==> src/btnd_pkg.sv <==
// Shared types, status codes and character constants for the byte-text notation decoder.
`timescale 1ns / 1ps

package btnd_pkg;

	// Result status codes.
	localparam logic [2:0] ST_OK         = 3'd0;
	localparam logic [2:0] ST_TOKEN      = 3'd1;
	localparam logic [2:0] ST_HEX        = 3'd2;
	localparam logic [2:0] ST_BITS       = 3'd3;
	localparam logic [2:0] ST_GAP        = 3'd4;
	localparam logic [2:0] ST_ORDER      = 3'd5;
	localparam logic [2:0] ST_OVERLAP    = 3'd6;
	localparam logic [2:0] ST_INCOMPLETE = 3'd7;

	// Character codes the scanner recognizes.
	localparam logic [7:0] CH_TAB    = 8'h09;
	localparam logic [7:0] CH_LF     = 8'h0A;
	localparam logic [7:0] CH_CR     = 8'h0D;
	localparam logic [7:0] CH_SPACE  = 8'h20;
	localparam logic [7:0] CH_APOS   = 8'h27;
	localparam logic [7:0] CH_SLASH  = 8'h2F;
	localparam logic [7:0] CH_ZERO   = 8'h30;
	localparam logic [7:0] CH_ONE    = 8'h31;
	localparam logic [7:0] CH_BSLASH = 8'h5C;
	localparam logic [7:0] CH_UNDER  = 8'h5F;
	localparam logic [7:0] CH_B      = 8'h62;
	localparam logic [7:0] CH_X      = 8'h78;

	// Outcome of settling one bit token against the open bit group.
	typedef struct packed {
		logic [2:0] status;
		logic       emit;
		logic [7:0] value;
		logic [7:0] owned;
		logic [7:0] acc;
		logic [2:0] next_pos;
	} grp_res_t;

	// Returns {valid, digit} for an ASCII hex digit.
	function automatic logic [4:0] hex_value(input logic [7:0] c);
		logic [4:0] r;
		r = 5'd0;
		if (c >= 8'h30 && c <= 8'h39) begin
			r = {1'b1, 4'(c - 8'h30)};
		end else if (c >= 8'h61 && c <= 8'h66) begin
			r = {1'b1, 4'(c - 8'h57)};
		end else if (c >= 8'h41 && c <= 8'h46) begin
			r = {1'b1, 4'(c - 8'h37)};
		end
		return r;
	endfunction

endpackage

==> src/btnd_group.sv <==
// Settles a finished bit token against the open bit group of the current byte.
`timescale 1ns / 1ps

module btnd_group
	import btnd_pkg::*;
(
	input  logic [7:0] tok_mask,
	input  logic [7:0] tok_value,
	input  logic [7:0] owned,
	input  logic [7:0] acc,
	input  logic [2:0] next_pos,
	output grp_res_t   res
);

	logic [2:0] first;
	logic [3:0] last_end;
	logic       seen;
	logic [7:0] span;
	logic [7:0] merged_owned;
	logic [7:0] merged_acc;

	// Position i sits at bit 7-i, so the scan runs from the MSB down.
	always_comb begin
		first    = 3'd0;
		last_end = 4'd0;
		seen     = 1'b0;
		for (int i = 0; i < 8; i++) begin
			if (tok_mask[7 - i]) begin
				if (!seen) begin
					first = 3'(i);
				end
				seen     = 1'b1;
				last_end = 4'(i + 1);
			end
		end
		for (int i = 0; i < 8; i++) begin
			span[7 - i] = (4'(i) >= {1'b0, first}) && (4'(i) < last_end);
		end
	end

	assign merged_owned = owned | tok_mask;
	assign merged_acc   = acc | (tok_value & tok_mask);

	always_comb begin
		res.status   = ST_OK;
		res.emit     = 1'b0;
		res.value    = merged_acc;
		res.owned    = owned;
		res.acc      = acc;
		res.next_pos = next_pos;
		if (tok_mask != 8'd0) begin
			if ((span & ~tok_mask) != 8'd0) begin
				res.status = ST_GAP;
			end else if ((owned & tok_mask) != 8'd0) begin
				res.status = ST_OVERLAP;
			end else if (first != next_pos) begin
				res.status = ST_ORDER;
			end else if (last_end == 4'd8) begin
				// The group reached the last bit: the byte is complete.
				res.emit     = 1'b1;
				res.owned    = 8'd0;
				res.acc      = 8'd0;
				res.next_pos = 3'd0;
			end else begin
				res.owned    = merged_owned;
				res.acc      = merged_acc;
				res.next_pos = last_end[2:0];
			end
		end
	end

endmodule

==> src/byte_text_notation_decoder.sv <==
// Top level of the byte-text notation decoder: input register, scanner and result register.
`timescale 1ns / 1ps

// A character is captured in the input register and scanned from there; its result, if any,
// is loaded into the output register that drives the master side.
// Throughput: one transaction per cycle while the output register is free; a result held
// back by m_tready stalls the scanner. Every character takes a single scanner step.
// Reset: arst_n clears the scanner to its idle state with line and column at 1 and drops
// both valid flags. The end marker restarts the scanner to the same state.
module byte_text_notation_decoder
	import btnd_pkg::*;
#(
	parameter int LINE_BITS = 16,
	parameter int COL_BITS  = 16
) (
	input  logic        clk,
	input  logic        arst_n,
	// Slave side: one character or the end marker per transaction.
	input  logic        s_tvalid,
	output logic        s_tready,
	input  logic [7:0]  s_tdata,   // [7:0] char_code
	input  logic        s_tuser,   // [0] kind (1 = end of text)
	// Master side: one result per transaction.
	output logic        m_tvalid,
	input  logic        m_tready,
	output logic [47:0] m_tdata,   // [7:0] data_byte, [10:8] status, [26:11] err_line,
	                               // [42:27] err_col, [47:43] zero
	output logic        m_tuser,   // [0] byte_valid
	output logic        m_tlast    // done_res, set on the result of the end marker
);

	// Scanner modes.
	localparam logic [3:0] M_IDLE      = 4'd0;
	localparam logic [3:0] M_SLASH     = 4'd1;
	localparam logic [3:0] M_COMMENT   = 4'd2;
	localparam logic [3:0] M_BSLASH    = 4'd3;
	localparam logic [3:0] M_HEX_A     = 4'd4;
	localparam logic [3:0] M_HEX_B     = 4'd5;
	localparam logic [3:0] M_HEX_B_BAD = 4'd6;
	localparam logic [3:0] M_BITS      = 4'd7;
	localparam logic [3:0] M_TAIL      = 4'd8;
	localparam logic [3:0] M_FAILED    = 4'd9;

	// Input register.
	logic       valid_s1;
	logic       kind_s1;
	logic [7:0] char_s1;

	// Scanner state.
	logic [3:0]           mode_q;
	logic [LINE_BITS-1:0] line_q;
	logic [COL_BITS-1:0]  col_q;
	logic [LINE_BITS-1:0] tok_line_q;
	logic [COL_BITS-1:0]  tok_col_q;
	logic [3:0]           hex_high_q;
	logic [15:0]          pat_q;
	logic [3:0]           bcnt_q;
	logic [7:0]           acc_q;
	logic [7:0]           owned_q;
	logic [2:0]           next_q;
	logic [2:0]           fail_q;

	// Next-state values.
	logic [3:0]           mode_d;
	logic [LINE_BITS-1:0] line_d;
	logic [COL_BITS-1:0]  col_d;
	logic [LINE_BITS-1:0] tok_line_d;
	logic [COL_BITS-1:0]  tok_col_d;
	logic [3:0]           hex_high_d;
	logic [15:0]          pat_d;
	logic [3:0]           bcnt_d;
	logic [7:0]           acc_d;
	logic [7:0]           owned_d;
	logic [2:0]           next_d;
	logic [2:0]           fail_d;

	// Result of the current step.
	logic                 res_valid;
	logic                 res_emit;
	logic [7:0]           res_value;
	logic                 res_done;
	logic [2:0]           res_status;
	logic [LINE_BITS-1:0] res_line;
	logic [COL_BITS-1:0]  res_col;
	logic [31:0]          res_line_ext;
	logic [31:0]          res_col_ext;

	// Handshake and helpers.
	logic                 out_free;
	logic                 advance;
	logic [LINE_BITS-1:0] line_inc;
	logic [COL_BITS-1:0]  col_inc;
	logic [4:0]           hex_dig;
	logic [7:0]           bit_mask;
	logic                 do_idle;
	logic [2:0]           st;
	grp_res_t             grp;

	// Output register.
	logic        m_tvalid_q;
	logic [47:0] m_tdata_q;
	logic        m_tuser_q;
	logic        m_tlast_q;

	// The scanner steps when the input register holds an item and the output register
	// can take a result; a new transaction enters whenever the input register drains.
	assign out_free = !m_tvalid_q || m_tready;
	assign advance  = valid_s1 && out_free;
	assign s_tready = !valid_s1 || out_free;

	// Line and column stop at their maximum instead of wrapping.
	assign line_inc = (line_q == '1) ? line_q : line_q + LINE_BITS'(1);
	assign col_inc  = (col_q == '1) ? col_q : col_q + COL_BITS'(1);
	assign hex_dig  = hex_value(char_s1);
	assign bit_mask = 8'h80 >> bcnt_q[2:0];

	btnd_group u_group (
		.tok_mask (pat_q[15:8]),
		.tok_value(pat_q[7:0]),
		.owned    (owned_q),
		.acc      (acc_q),
		.next_pos (next_q),
		.res      (grp)
	);

	always_comb begin
		mode_d     = mode_q;
		line_d     = line_q;
		col_d      = col_q;
		tok_line_d = tok_line_q;
		tok_col_d  = tok_col_q;
		hex_high_d = hex_high_q;
		pat_d      = pat_q;
		bcnt_d     = bcnt_q;
		acc_d      = acc_q;
		owned_d    = owned_q;
		next_d     = next_q;
		fail_d     = fail_q;
		res_valid  = 1'b0;
		res_emit   = 1'b0;
		res_value  = grp.value;
		res_done   = 1'b0;
		res_line   = tok_line_q;
		res_col    = tok_col_q;
		do_idle    = 1'b0;
		st         = ST_OK;

		if (kind_s1) begin
			// End of text: report the outcome, then restart from the reset state.
			unique case (mode_q)
				M_FAILED: st = fail_q;
				M_SLASH, M_BSLASH, M_HEX_A, M_HEX_B, M_HEX_B_BAD: st = ST_TOKEN;
				M_BITS: st = ST_BITS;
				M_TAIL: begin
					st       = grp.status;
					res_emit = grp.emit;
				end
				default: st = ST_OK;
			endcase
			// An open group is judged after the pending bit token has been settled.
			if (st == ST_OK && ((mode_q == M_TAIL) ? grp.next_pos : next_q) != 3'd0) begin
				st       = ST_INCOMPLETE;
				res_line = line_q;
				res_col  = col_q;
			end
			res_valid  = 1'b1;
			res_done   = 1'b1;
			mode_d     = M_IDLE;
			line_d     = LINE_BITS'(1);
			col_d      = COL_BITS'(1);
			tok_line_d = LINE_BITS'(1);
			tok_col_d  = COL_BITS'(1);
			hex_high_d = 4'd0;
			pat_d      = 16'd0;
			bcnt_d     = 4'd0;
			acc_d      = 8'd0;
			owned_d    = 8'd0;
			next_d     = 3'd0;
			fail_d     = ST_OK;
		end else begin
			unique case (mode_q)
				M_FAILED: begin
					// Everything up to the end marker is dropped.
				end
				M_COMMENT: begin
					if (char_s1 == CH_LF) begin
						mode_d  = M_IDLE;
						do_idle = 1'b1;
					end else begin
						col_d = col_inc;
					end
				end
				M_SLASH: begin
					if (char_s1 == CH_SLASH) begin
						col_d  = col_inc;
						mode_d = M_COMMENT;
					end else begin
						st = ST_TOKEN;
					end
				end
				M_BSLASH: begin
					if (char_s1 == CH_X) begin
						col_d  = col_inc;
						mode_d = M_HEX_A;
					end else if (char_s1 == CH_B) begin
						col_d  = col_inc;
						bcnt_d = 4'd0;
						pat_d  = 16'd0;
						mode_d = M_BITS;
					end else begin
						st = ST_TOKEN;
					end
				end
				M_HEX_A: begin
					col_d = col_inc;
					if (hex_dig[4]) begin
						hex_high_d = hex_dig[3:0];
						mode_d     = M_HEX_B;
					end else begin
						mode_d = M_HEX_B_BAD;
					end
				end
				M_HEX_B, M_HEX_B_BAD: begin
					// The second digit is consumed even when the first one was bad.
					col_d = col_inc;
					if (!hex_dig[4] || mode_q == M_HEX_B_BAD) begin
						st = ST_HEX;
					end else if (next_q != 3'd0) begin
						st = ST_INCOMPLETE;
					end else begin
						res_emit  = 1'b1;
						res_value = {hex_high_q, hex_dig[3:0]};
						mode_d    = M_IDLE;
					end
				end
				M_BITS: begin
					if (char_s1 == CH_APOS && bcnt_q == 4'd4) begin
						col_d = col_inc;
					end else if (char_s1 == CH_ZERO || char_s1 == CH_ONE ||
					             char_s1 == CH_UNDER) begin
						if (char_s1 != CH_UNDER) begin
							pat_d[15:8] = pat_q[15:8] | bit_mask;
						end
						if (char_s1 == CH_ONE) begin
							pat_d[7:0] = pat_q[7:0] | bit_mask;
						end
						bcnt_d = bcnt_q + 4'd1;
						col_d  = col_inc;
						if (bcnt_q == 4'd7) begin
							mode_d = M_TAIL;
						end
					end else begin
						st = ST_BITS;
					end
				end
				M_TAIL: begin
					// The character after a bit token settles it, then is scanned itself.
					if (char_s1 == CH_APOS) begin
						st = ST_BITS;
					end else if (grp.status != ST_OK) begin
						st = grp.status;
					end else begin
						res_emit = grp.emit;
						acc_d    = grp.acc;
						owned_d  = grp.owned;
						next_d   = grp.next_pos;
						mode_d   = M_IDLE;
						do_idle  = 1'b1;
					end
				end
				default: do_idle = 1'b1;
			endcase

			// Scanning between tokens: blanks, line feeds and token starts.
			if (do_idle) begin
				if (char_s1 == CH_SPACE || char_s1 == CH_TAB || char_s1 == CH_CR) begin
					col_d = col_inc;
				end else if (char_s1 == CH_LF) begin
					line_d = line_inc;
					col_d  = COL_BITS'(1);
				end else begin
					tok_line_d = line_q;
					tok_col_d  = col_q;
					if (char_s1 == CH_SLASH) begin
						col_d  = col_inc;
						mode_d = M_SLASH;
					end else if (char_s1 == CH_BSLASH) begin
						col_d  = col_inc;
						mode_d = M_BSLASH;
					end else begin
						st = ST_TOKEN;
					end
				end
			end

			// The first error freezes the scanner until the end marker.
			if (st != ST_OK) begin
				mode_d = M_FAILED;
				fail_d = st;
			end
			res_valid = res_emit || (st != ST_OK);
			res_line  = tok_line_d;
			res_col   = tok_col_d;
		end
		res_status = st;
	end

	assign res_line_ext = 32'(res_line);
	assign res_col_ext  = 32'(res_col);

	// Input register.
	always_ff @(posedge clk or negedge arst_n) begin
		if (!arst_n) begin
			valid_s1 <= 1'b0;
		end else if (s_tready) begin
			valid_s1 <= s_tvalid;
		end
	end

	always_ff @(posedge clk) begin
		if (s_tvalid && s_tready) begin
			kind_s1 <= s_tuser;
			char_s1 <= s_tdata;
		end
	end

	// Scanner state.
	always_ff @(posedge clk or negedge arst_n) begin
		if (!arst_n) begin
			mode_q     <= M_IDLE;
			line_q     <= LINE_BITS'(1);
			col_q      <= COL_BITS'(1);
			tok_line_q <= LINE_BITS'(1);
			tok_col_q  <= COL_BITS'(1);
			hex_high_q <= 4'd0;
			pat_q      <= 16'd0;
			bcnt_q     <= 4'd0;
			acc_q      <= 8'd0;
			owned_q    <= 8'd0;
			next_q     <= 3'd0;
			fail_q     <= ST_OK;
		end else if (advance) begin
			mode_q     <= mode_d;
			line_q     <= line_d;
			col_q      <= col_d;
			tok_line_q <= tok_line_d;
			tok_col_q  <= tok_col_d;
			hex_high_q <= hex_high_d;
			pat_q      <= pat_d;
			bcnt_q     <= bcnt_d;
			acc_q      <= acc_d;
			owned_q    <= owned_d;
			next_q     <= next_d;
			fail_q     <= fail_d;
		end
	end

	// Output register: loaded when a step yields a result, drained by m_tready.
	always_ff @(posedge clk or negedge arst_n) begin
		if (!arst_n) begin
			m_tvalid_q <= 1'b0;
		end else if (out_free) begin
			m_tvalid_q <= valid_s1 && res_valid;
		end
	end

	always_ff @(posedge clk) begin
		if (advance && res_valid) begin
			m_tuser_q <= res_emit;
			m_tlast_q <= res_done;
			m_tdata_q <= {5'd0,
			              (res_status != ST_OK) ? res_col_ext[15:0] : 16'd0,
			              (res_status != ST_OK) ? res_line_ext[15:0] : 16'd0,
			              res_status,
			              res_emit ? res_value : 8'd0};
		end
	end

	assign m_tvalid = m_tvalid_q;
	assign m_tdata  = m_tdata_q;
	assign m_tuser  = m_tuser_q;
	assign m_tlast  = m_tlast_q;

	// The owned positions always form a run from the MSB that ends at the next position.
	a_owned_run: assert property (@(posedge clk) disable iff (!arst_n)
		owned_q == ~(8'hFF >> next_q))
		else $error("owned positions do not match the next position");

	// The end marker always leaves the scanner restarted.
	a_end_restart: assert property (@(posedge clk) disable iff (!arst_n)
		advance && kind_s1 |=> mode_q == M_IDLE && next_q == 3'd0 && line_q == LINE_BITS'(1))
		else $error("scanner not restarted after the end marker");

	// A failed scanner yields nothing for characters.
	a_failed_quiet: assert property (@(posedge clk) disable iff (!arst_n)
		advance && !kind_s1 && mode_q == M_FAILED |-> !res_valid)
		else $error("result produced while failed");

	// A byte in a character result carries either no error or a bad-token status.
	a_byte_status: assert property (@(posedge clk) disable iff (!arst_n)
		m_tvalid_q && m_tuser_q && !m_tlast_q |->
			m_tdata_q[10:8] == ST_OK || m_tdata_q[10:8] == ST_TOKEN)
		else $error("byte carried with an unexpected status");

	// A byte comes only from the second hex digit or from the item that settles a bit token.
	a_emit_source: assert property (@(posedge clk) disable iff (!arst_n)
		advance && res_emit |->
			mode_q == M_TAIL || mode_q == M_HEX_B)
		else $error("byte emitted outside a token end");

endmodule

==> config.mk <==
export PLATFORM = sky130hd
export DESIGN_NAME = byte_text_notation_decoder
export DESIGN_NICKNAME = d
export VERILOG_FILES = /design/src/btnd_pkg.sv /design/src/btnd_group.sv /design/src/byte_text_notation_decoder.sv
export SDC_FILE = /design/constraint.sdc
export NUM_CORES = 1
export LEC_CHECK = 0
export ABC_AREA = 1
export BUFFER_PORTS_ARGS = -buffer_cell sky130_fd_sc_hd__buf_2
export CAP_MARGIN = 20
export CORE_MARGIN = 2
export CORE_UTILIZATION = 25
export DETAILED_ROUTE_END_ITERATION = 10
export PLACE_DENSITY_LB_ADDON = 0.1
export RECOVER_POWER = 100
export SETUP_SLACK_MARGIN = 0.3
export SYNTH_ARGS = -nofsm -noshare
export SYNTH_HDL_FRONTEND = slang
export SYNTH_SLANG_ARGS = --single-unit
export TNS_END_PERCENT = 5
==> constraint.sdc <==
create_clock -name clk -period 10.4 [get_ports clk]
set_input_delay 1.56 -clock clk [delete_from_list [all_inputs] [get_ports clk]]
set_output_delay 1.56 -clock clk [all_outputs]
set_load 0.005 [all_outputs]
After elaboration in Yosys (flattened, before gate mapping)
Index checks and enable logic that the tools add are counted.
- $add $sub $neg: 6
- bitwise operators: 8
- magnitude comparators: 21
- shift-type cells: 1
- equality and inequality tests: 41
- multiplexer cells: 167
- reduce and logical (&&, ||, !) cells: 56
- operators by type and width (cell ; number):
    $mux 16 ; 35
    $mux 3 ; 40
    $mux 4 ; 28
    $mux 8 ; 14
    $mux 19 ; 5
    $pmux 16 s5 ; 1
    $eq 8x6->1 const B ; 5
    $add 16x1->16 const B ; 2
    $eq 16x16->1 const B ; 2
    $eq 8x7->1 const B ; 4
    $or 8x8->8 ; 4
    $pmux 16 s2 ; 1
    $mux 1 ; 29
    $pmux 4 s7 ; 1
    $and 8x8->8 ; 3
    $eq 4x3->1 const B ; 6
    $eq 8x4->1 const B ; 3
    $reduce_bool 8->1 ; 3
    $ne 3x3->1 const B ; 6
    $reduce_bool 3->1 ; 6
    $ge 8x7->1 const B ; 2
    $le 8x7->1 const B ; 2
    $logic_and 1x1->1 ; 16
    $lt 3x4->1 const A ; 4
    other kinds (40) ; 78
- input bits: 13
- flip-flop bits (word level): 170

Logic depth before layout (Yosys ltp)
Gate-level depths: netlist of run 1.
- depth in word-level cells: 35
- mapped depth: 25

By module
From an unflattened synthesis of run 1, not the netlist that was laid out.
- cells, all modules: 1631
- area, all modules: 11568.6 µm²
- by module, submodules not included (module ; area each (µm²) ; instances ; sequential area each (µm²) ; cells an instance):
    byte_text_notation_decoder ; 10114.7 ; 1 ; 4529.3 ; 1318
    btnd_group ; 1453.9 ; 1 ; 0.0 ; 313

Worst setup path after synthesis of run 1
No wires, ideal clock.
- path type: input-to-reg
- start point: in m_tready
- end point: reg m_tdata_q[0] (netlist: m_tdata[0]), enable pin
- slack: 5689 ps
- data arrival time: 4237 ps
- path buffers: 1
- cell stages on the path: 5
- path through: inv_1 > nand2_1 > nand2_1 > clkbuf_1 > a31oi_1
- longest elaborated chain between the ends: 3
- RTL lines (what ; line ; RTL):
    from (decl) ; byte_text_notation_decoder.sv:25 ; input logic m_tready,
    $logic_or 1x1->1 ; byte_text_notation_decoder.sv:107 ; assign out_free = !m_tvalid_q || m_tready;
    $logic_and 1x1->1 ; byte_text_notation_decoder.sv:108 ; assign advance = valid_s1 && out_free;
    $logic_and 1x1->1 ; byte_text_notation_decoder.sv:368 ; if (advance && res_valid) begin
    to (signal assigned) ; byte_text_notation_decoder.sv:371 ; m_tdata_q <= {5'd0,
    to (decl) ; byte_text_notation_decoder.sv:101 ; logic [47:0] m_tdata_q;
No other way between the ends.
A chain may end at the register's enable or synchronous reset.

Worst setup path in the final report of run 1
- start point: reg pat_q[10]
- end point: reg m_tdata_q[30] (netlist: m_tdata[30]), data pin
- longest elaborated chain between the ends: 23
- elaborated cells on any way between the ends: 75
- those cells by class: order compare (15); eq/ne (2); mux (40); bitwise (3); reduce/logical (15)
- RTL lines (what ; line ; RTL):
    from (decl) ; byte_text_notation_decoder.sv:56 ; logic [15:0] pat_q;
    from (signal assigned) ; byte_text_notation_decoder.sv:349 ; pat_q <= pat_d;
    $mux 3 / $mux 1 (equally long branches) ; btnd_group.sv:28 ; if (tok_mask[7 - i]) begin
    $mux 3 ; btnd_group.sv:29 ; if (!seen) begin
    $mux 3 ; btnd_group.sv:28 ;
    $mux 3 ; btnd_group.sv:29 ;
    $mux 3 ; btnd_group.sv:28 ;
    $ge 3x3->1 (tied with other cells) ; btnd_group.sv:37 ; span[7 - i] = (4'(i) >= {1'b0, first}) && (4'(i) < last_end);
    $logic_and 1x1->1 ; btnd_group.sv:37 ;
    $and 8x8->8 ; btnd_group.sv:52 ; if ((span & ~tok_mask) != 8'd0) begin
    [... 6 more ...] ; n/a ;
    $pmux 3 s5 ; byte_text_notation_decoder.sv:181 ; unique case (mode_q)
    $mux 3 ; byte_text_notation_decoder.sv:287 ; end else if (char_s1 == CH_BSLASH) begin
    $mux 3 ; byte_text_notation_decoder.sv:284 ; if (char_s1 == CH_SLASH) begin
    $mux 3 ; byte_text_notation_decoder.sv:278 ; end else if (char_s1 == CH_LF) begin
    $mux 3 ; byte_text_notation_decoder.sv:276 ; if (char_s1 == CH_SPACE || char_s1 == CH_TAB || char_s1 == CH_CR) begin
    $mux 3 ; byte_text_notation_decoder.sv:275 ; if (do_idle) begin
    $mux 3 (2 in series) ; byte_text_notation_decoder.sv:148 ; if (kind_s1) begin
    $reduce_bool 3->1 ; byte_text_notation_decoder.sv:372 ; (res_status != ST_OK) ? res_col_ext[15:0] : 16'd0,
Several ways; a longest one is shown, not always the timed one. The select of a mux whose other input is x is not followed.

==> out/metrics.csv, run 1 <==
metric,value,unit
tightest_slew,2970,ps
status,"complete, but fails checks",
max_freq,158,MHz
rsz0062_at_grt,no,
cts_repair_resize_count,0,
grt_util_all_layers,0.154,
r2r-start,pat_q[10]$_DFFE_PN0P_,
yosysUniqueCellTypes,58,
fill_cells,4653,
fin_nets,1456,
async_flop_share,0.682,
synth_warnings,0,
hold_start,tok_col_q[0]$_DFFE_PN1P_,
final_cell_count_no_fill,1982,
cts-root-buf,clkbuf_16,
cp-start-kind,flip-flop,
hold_depth,2,
dp_cells,1950,
hold_end,tok_col_q[0]$_DFFE_PN1P_,
cellLeakagePower,4.97,nW
yosys_most_used_dff,dfrtp_1,
setup_viol,0,
crit_type,reg2reg,
cp.required,10660,ps
hp-class,reg2reg,
initial_utilization,0.252,
slew_violations,349,
max-vdd-ir-drop,0.145,mV
period_needed,6310,ps
ys_ff_latch,170,
grt_pass1_vias,9390,
reg2reg_to,m_tdata[30]$_SDFFCE_PN0P_,
place.gp.congestion,0.822,
grt_pass1_wl,52.9,mm
grt_max_degree,87,
seq_area_frac_synth,0.431,
cts_made_buffers,17,
clock_path_buffers,2,
clkTransAtPathRegs,70,ps
cp_max_fo,33,
dp_hpwl,22.2,mm
synth_edf_count,54,
die_h,209,um
tritoncts,done,
cts_sinks,170,
power_density,278,nW/um^2
drt_wl_total,32.3,mm
die_x,209,um
final_cell_mix,"nand2_1 (295), nor2_1 (203), inv_1 (165), o21ai_0 (113), dfrtp_1 (112)",
path_cells,nor2_1 > nand3_1 > nor2_1 > inv_1 > nand4_1 > nand2_1 > nor2_1 > nand4_4 > nand3_1 > nand2_1 > nor2_1 > nand2_4 > nand2_1 > a21oi_4 > clkbuf_1 > a21oi_1,
port_buffers,59,
drc_errors,0,
cpLargestDelayFamily,simple AND/OR/NAND/NOR gates,
rrSetupSlack,4090,ps
overflow,0,
drive_gt1_frac,0.0922,
drtIter0Drc,518,
slew_headroom,-0.979,
antenna_left,0,
maxCapViolations,9,
routed_via_density,4.68,
violations,"max-capacitance violations, max-slew violations",
worst_skew_pair.late_latency,460,ps
htreeDepth,4,
slowest_stage,nor2_1,
area_delta_synth_final,11.2,%
cts_hold_buf,0,
core-area,41700,sq um
final_common_cell,nand2_1,
fin_skew,16.9,ps
num_antenna_cells,0,
fin_crit_sh,0.607,
num_rows,75,
cp-end-kind,flip-flop,
avgSynthCellArea,7.53,sq um
cpPeakStageDelay,1990,ps
rr_worst_depth,16,
arrival,6580,ps
synthCells,1394,
vias,9275,
fin_setup_tns,0,ps
final_util,0.280,
wire_per_inst,16.3,um
crit_top_cell,nor2_1,
drt_pre_antenna_iters,5,
crit_buf_inv,2,
pin_count,65,
antenna_found_initial,0,
hold_violations,0,
syn-cell-area,10500,sq um
die_area,43600,sq um
postCtsSetupBuffers,0,
-- worst reg2reg max path: stages, from the launching register on --
cell      delay [ps]
dfrtp_1          460
nor2_1           260
nand3_1          260
nor2_1           190
inv_1             80
nand4_1           90
nand2_1           60
nor2_1           360
nand4_4          180
nand3_1          160
nand2_1           80
nor2_1          1990
nand2_4          150
nand2_1          230
a21oi_4           70
clkbuf_1         970
a21oi_1          540
-- worst max path at each step --
stage	startpoint	endpoint	slack, ps	cells after the start
floorplan	m_tready	m_tdata[0]$_SDFFCE_PN0P_	5690	5
global placement	m_tready	pat_q[12]$_DFFE_PN0P_	6260	8
detailed placement	m_tready	line_q[9]$_DFFE_PN0P_	6330	12
CTS	char_s1[1]$_DFFE_PP_	m_tdata[36]$_SDFFCE_PN0P_	6460	13
global route	pat_q[10]$_DFFE_PN0P_	m_tdata[34]$_SDFFCE_PN0P_	3400	16
finish	pat_q[10]$_DFFE_PN0P_	m_tdata[30]$_SDFFCE_PN0P_	4090	16
-- synth_stat cells, types with 7 or more instances --
cell type / n / share of area
inv_2: 10 / 0.0036
buf_2: 10 / 0.0048
nor3_1: 38 / 0.018
o211ai_1: 7 / 0.0050
o21ai_0: 111 / 0.053
edfxtp_1: 54 / 0.15
dfrtp_1: 112 / 0.27
xor2_1: 8 / 0.0067
nand3_1: 68 / 0.032
nand3b_1: 7 / 0.0050
nand2_1: 291 / 0.10
clkbuf_1: 24 / 0.0086
nand2_2: 11 / 0.0066
inv_1: 164 / 0.059
ha_1: 13 / 0.015
o21ai_1: 8 / 0.0038
nor2_1: 199 / 0.071
a21oi_1: 100 / 0.048
buf_4: 12 / 0.0086
nand4_1: 15 / 0.0089
o22ai_1: 9 / 0.0054
a211oi_1: 7 / 0.0050
a21oi_2: 32 / 0.027
-- cells by family (layout without fill, tap and decap cells) --
| group | Yosys count | in the layout | synth area share |
|---|---|---|---|
| xor gates and xnor gates | 8 | 8 | 0.00667 |
| other | 1 | 5 | 0.000357 |
| AOI/OAI and AO/OA | 307 | 307 | 0.174 |
| buffers and inverters | 234 | 279 | 0.0967 |
| adders and majority gates | 13 | 13 | 0.0155 |
| DFF | 170 | 170 | 0.431 |
| muxes | 1 | 1 | 0.00107 |
| and+or+nand+nor | 660 | 660 | 0.274 |
-- registers in the layout, indices dropped and copies added (netlist names), 8 cells and up --
signal      count
char_s1         8
pat_q          16
m_tdata        43
tok_line_q     16
owned_q         8
line_q         16
col_q          16
tok_col_q      16
acc_q           8
-- cell type report --
type | instances | area (sq um) | share of cell area
Inverter | 177 | 664 | 0.0569
Sequential cell | 170 | 4530 | 0.388
Timing Repair Buffer | 70 | 318 | 0.0272
Clock inverter | 7 | 73.8 | 0.00632
Multi-Input combinational cell | 994 | 4880 | 0.418
Tap cell | 539 | 674 | 0.0578
Clock buffer | 25 | 539 | 0.0462
-- report_power, final --
part / total [mW] / leakage, nW / switching (mW) / internal, mW
Sequential: 1.03 / 2.10 / 0.0995 / 0.932
Clock: 0.678 / 0.296 / 0.290 / 0.387
Combinational: 1.54 / 2.58 / 1.10 / 0.441
Total: 3.25 / 4.97 / 1.49 / 1.76
-- metal layers --
| layer | up-vias | wire length, um | global-route usage |
|---|---|---|---|
| li1 | 4671 | - | - |
| met1 | 4475 | 16100 | 0.208 |
| met3 | 25 | 694 | 0.0219 |
| met4 | 0 | 566 | 0.0512 |
| met5 | - | 0 | 0 |
| met2 | 104 | 14900 | 0.252 |
-- metrics by stage --
stage / power (mW) / hold WS [ps] / setup slack [ps] / area (sq um)
floorplan: 2.26 / 442 / 5690 / 10500
global placement: 2.66 / 468 / 6260 / 11200
detailed placement: 2.66 / 474 / 6330 / 11200
CTS: 3.36 / 482 / 6460 / 11900
global route: 3.55 / 510 / 3400 / 11700
finish: 3.25 / 481 / 4090 / 11700
No activity file was read; power rests on OpenSTA's default activity.
==> run 2, diff against run 1 <==
- ABC_AREA: 1 -> 0
- clock period: 10.4 -> 6.16 ns (I/O delays scaled with it)
==> run 2 against run 1 <==
The run still ends with max-capacitance violations, max-slew violations left. Fmax rose by 28%. Largest cell class is now registers. Wire length decreased by 17%. Setup slack worse by 2900 ps. Cell area is 11% lower. Cell count shrank 25%. Critical path type unchanged. Global-route usage decreased by 0.84 points.
==> out/metrics.csv, run 2 <==
metric,value,unit,change
fin_setup_tns,0,ps,unchanged
synth_edf_count,54,,unchanged
die_area,38100,sq um,-13%
largest_reg_flops,43,,unchanged
cts_made_buffers,17,,unchanged
port_buffers,59,,unchanged
status,"complete, but fails checks",,
rsz0062_at_grt,no,,
cts_repair_resize_count,0,,unchanged
avgSynthCellArea,9.41,sq um,+25%
cellLeakagePower,4.37,nW,-12%
antenna_left,0,,unchanged
setup_viol,0,,unchanged
yosys.area.top_type_share,0.306,,+0.0394
async_flop_share,0.682,,unchanged
grt_pass1_vias,7281,,-22%
period_needed,4930,ps,-1390 ps
core-area,36300,sq um,-13%
tritoncts,done,,
drtIter0Drc,476,,-8.1%
grt_util_all_layers,0.145,,-0.00843
postCtsSetupBuffers,0,,unchanged
num_antenna_cells,0,,unchanged
hold_start,owned_q[2]$_DFFE_PN0P_,,
drt_pre_antenna_iters,6,,+1
cp.required,6340,ps,-4320 ps
yosys_most_used_dff,dfrtp_1,,
fin_skew,13.0,ps,-3.93 ps
wire_per_inst,18.1,um,+11%
max_freq,203,MHz,+28%
combPwrFrac,0.283,,-0.191
syn-cell-area,9150,sq um,-13%
cts_hold_buf,0,,unchanged
htreeDepth,4,,unchanged
p_switching,1.34,mW,-9.7%
hold_violations,0,,unchanged
tightest_slew,2960,ps,-5.54 ps
p_int,2.28,mW,+29%
synth_common_cells,"nor2_1 (123), dfrtp_1 (112), nand2_1 (107)",,
synth_warnings,0,,unchanged
seq_area_frac_synth,0.495,,+0.0637
slew_violations,189,,-46%
die_h,195,um,-6.5%
cp-start-kind,flip-flop,,
reg2reg_to,m_tdata[40]$_SDFFCE_PN0P_,,
overflow,0,,unchanged
die_x,195,um,-6.5%
ys_ff_latch,170,,unchanged
rr_worst_depth,11,,-5
clkTransAtPathRegs,70,ps,about the same
fin_nets,1032,,-29%
drive_gt1_frac,0.0913,,-0.000903
crit_top_cell,buf_4,,
dp_hpwl,18.0,mm,-19%
rrSetupSlack,1230,ps,-2850 ps
cts-root-buf,clkbuf_16,,
cpPeakStageDelay,1060,ps,-930 ps
cts_sinks,170,,unchanged
r2r-start,pat_q[11]$_DFFE_PN0P_,,
routed_via_density,4.94,,+5.6%
hold_depth,2,,unchanged
clock_path_buffers,2,,unchanged
cp-end-kind,flip-flop,,
max-vdd-ir-drop,0.200,mV,+38%
place.gp.congestion,0.805,,-2.1%
vias,7346,,-21%
pin_count,65,,unchanged
slew_headroom,-0.975,,+0.00370
power_density,348,nW/um^2,+25%
synthCells,972,,-30%
yosys.area.top_type,dfrtp_1,,
placed_cell_area,9890,sq um,-12%
power.share.clock,0.307,,+0.098
num_rows,70,,-6.7%
drt_wl_total,26.9,mm,-17%
ys_top_cells_by_area,"dfrtp_1 (31%), edfxtp_1 (18%), nor2_1 (5.0%), nand2_1 (4.4%), mux2i_1 (3.6%)",,
worst_skew_pair.late_latency,450,ps,about the same
crit_type,reg2reg,,
fin_crit_sh,0.800,,+0.193
final_common_cell,nor2_1,,
grt_max_degree,54,,-38%
yosysMostFrequentCell,nor2_1,,
fill_cells,3845,,-17%
power_frac_seq,0.411,,+0.093
hp-class,reg2reg,,
violations,"max-capacitance violations, max-slew violations",,
maxCapViolations,4,,-5
slowest_stage,o22ai_2,,
antenna_found_initial,0,,unchanged
path_cells,or4_1 > o221ai_1 > a21bo_1 > nor3_1 > and4_1 > o21ai_0 > buf_4 > o22ai_2 > buf_4 > mux2i_1 > nor2_1,,
final_cell_mix,"nor2_1 (121), dfrtp_1 (112), nand2_1 (107), o21ai_0 (65), a21oi_1 (60)",,
hold_end,owned_q[2]$_DFFE_PN0P_,,
yosysUniqueCellTypes,76,,+31%
initial_utilization,0.252,,-0.000312
arrival,5110,ps,-1470 ps
cp_max_fo,39,,+18%
drc_errors,0,,unchanged
area_delta_synth_final,13.6,%,
grt_pass1_wl,43.0,mm,-19%
switching_share,0.371,,-0.0868
fin_area,10400,sq um,-11%
-- run 2: metrics by stage --
stage          cells  setup slack, ps   util  total power, mW  hold WS, ps
2_1_floorplan    976             1310      -             2.16          424
3_5_place_dp    1454             1620  0.272             2.58          487
5_1_grt         1487              857  0.286             3.84          530
3_3_place_gp    1454             1660  0.272             2.59          483
4_1_cts         1486             1600  0.288             3.72          335
6_report        1487             1230  0.286             3.62          500
-- run 2: power groups by stage --
| stage | Sequential (mW) | Combinational, mW | Clock [mW] |
|---|---|---|---|
| 2_1_floorplan | 1.46 | 0.697 | 0 |
| 3_3_place_gp | 1.51 | 1.08 | 0 |
| 3_5_place_dp | 1.51 | 1.08 | 0 |
| 4_1_cts | 1.48 | 1.08 | 1.16 |
| 5_1_grt | 1.51 | 1.14 | 1.20 |
| 6_report | 1.49 | 1.02 | 1.11 |
-- run 2: layer usage --
| metal | track usage | up-vias | part of all wire |
|---|---|---|---|
| met1 | 0.207 | 3582 | 0.51 |
| li1 | - | 3604 | - |
| met3 | 0.0249 | 31 | 0.029 |
| met5 | 0 | - | 0 |
| met4 | 0.0523 | 0 | 0.019 |
| met2 | 0.221 | 129 | 0.44 |
-- run 2: area by class of cell --
type,count,area [sq um],area share
clock buffers,17,425,0.0409
clock inverters,15,161,0.0155
inverters,18,67.6,0.00650
multi-input cells,726,4280,0.412
flip-flops and latches,170,4530,0.436
well taps,468,586,0.0563
repair buffers,73,344,0.0331
-- run 2: cells by family after synthesis --
kind of cell,after synthesis,synth area share
adder cells (fa/ha/maj),13,0.0178
AND/OR/NAND/NOR,390,0.205
other,1,0.000410
flip-flops,170,0.495
XOR/XNOR,16,0.0153
buffers and inverters,80,0.0390
AO/OA/AOI/OAI,268,0.190
multiplexers,34,0.0373
-- run 2: critical path: cells and delay by family, from the launching register on --
family / cells / cell delay (ps)
and+or+nand+nor: 4 / 1440
AOI/OAI and AO/OA: 4 / 1620
buffers and inverters: 2 / 770
muxes: 1 / 250
DFF: 1 / 540
-- run 2: worst max path at each step --
stage                     startpoint                        end  slack [ps]  cells after the start
6_report       pat_q[11]$_DFFE_PN0P_  m_tdata[40]$_SDFFCE_PN0P_        1230                     11
5_1_grt        pat_q[11]$_DFFE_PN0P_  m_tdata[34]$_SDFFCE_PN0P_         860                     10
4_1_cts        pat_q[11]$_DFFE_PN0P_  m_tdata[35]$_SDFFCE_PN0P_        1600                     10
3_5_place_dp   pat_q[11]$_DFFE_PN0P_          m_tlast$_DFFE_PP_        1620                     10
3_3_place_gp   pat_q[11]$_DFFE_PN0P_  m_tdata[38]$_SDFFCE_PN0P_        1660                     10
2_1_floorplan  pat_q[12]$_DFFE_PN0P_   m_tdata[0]$_SDFFCE_PN0P_        1310                      9
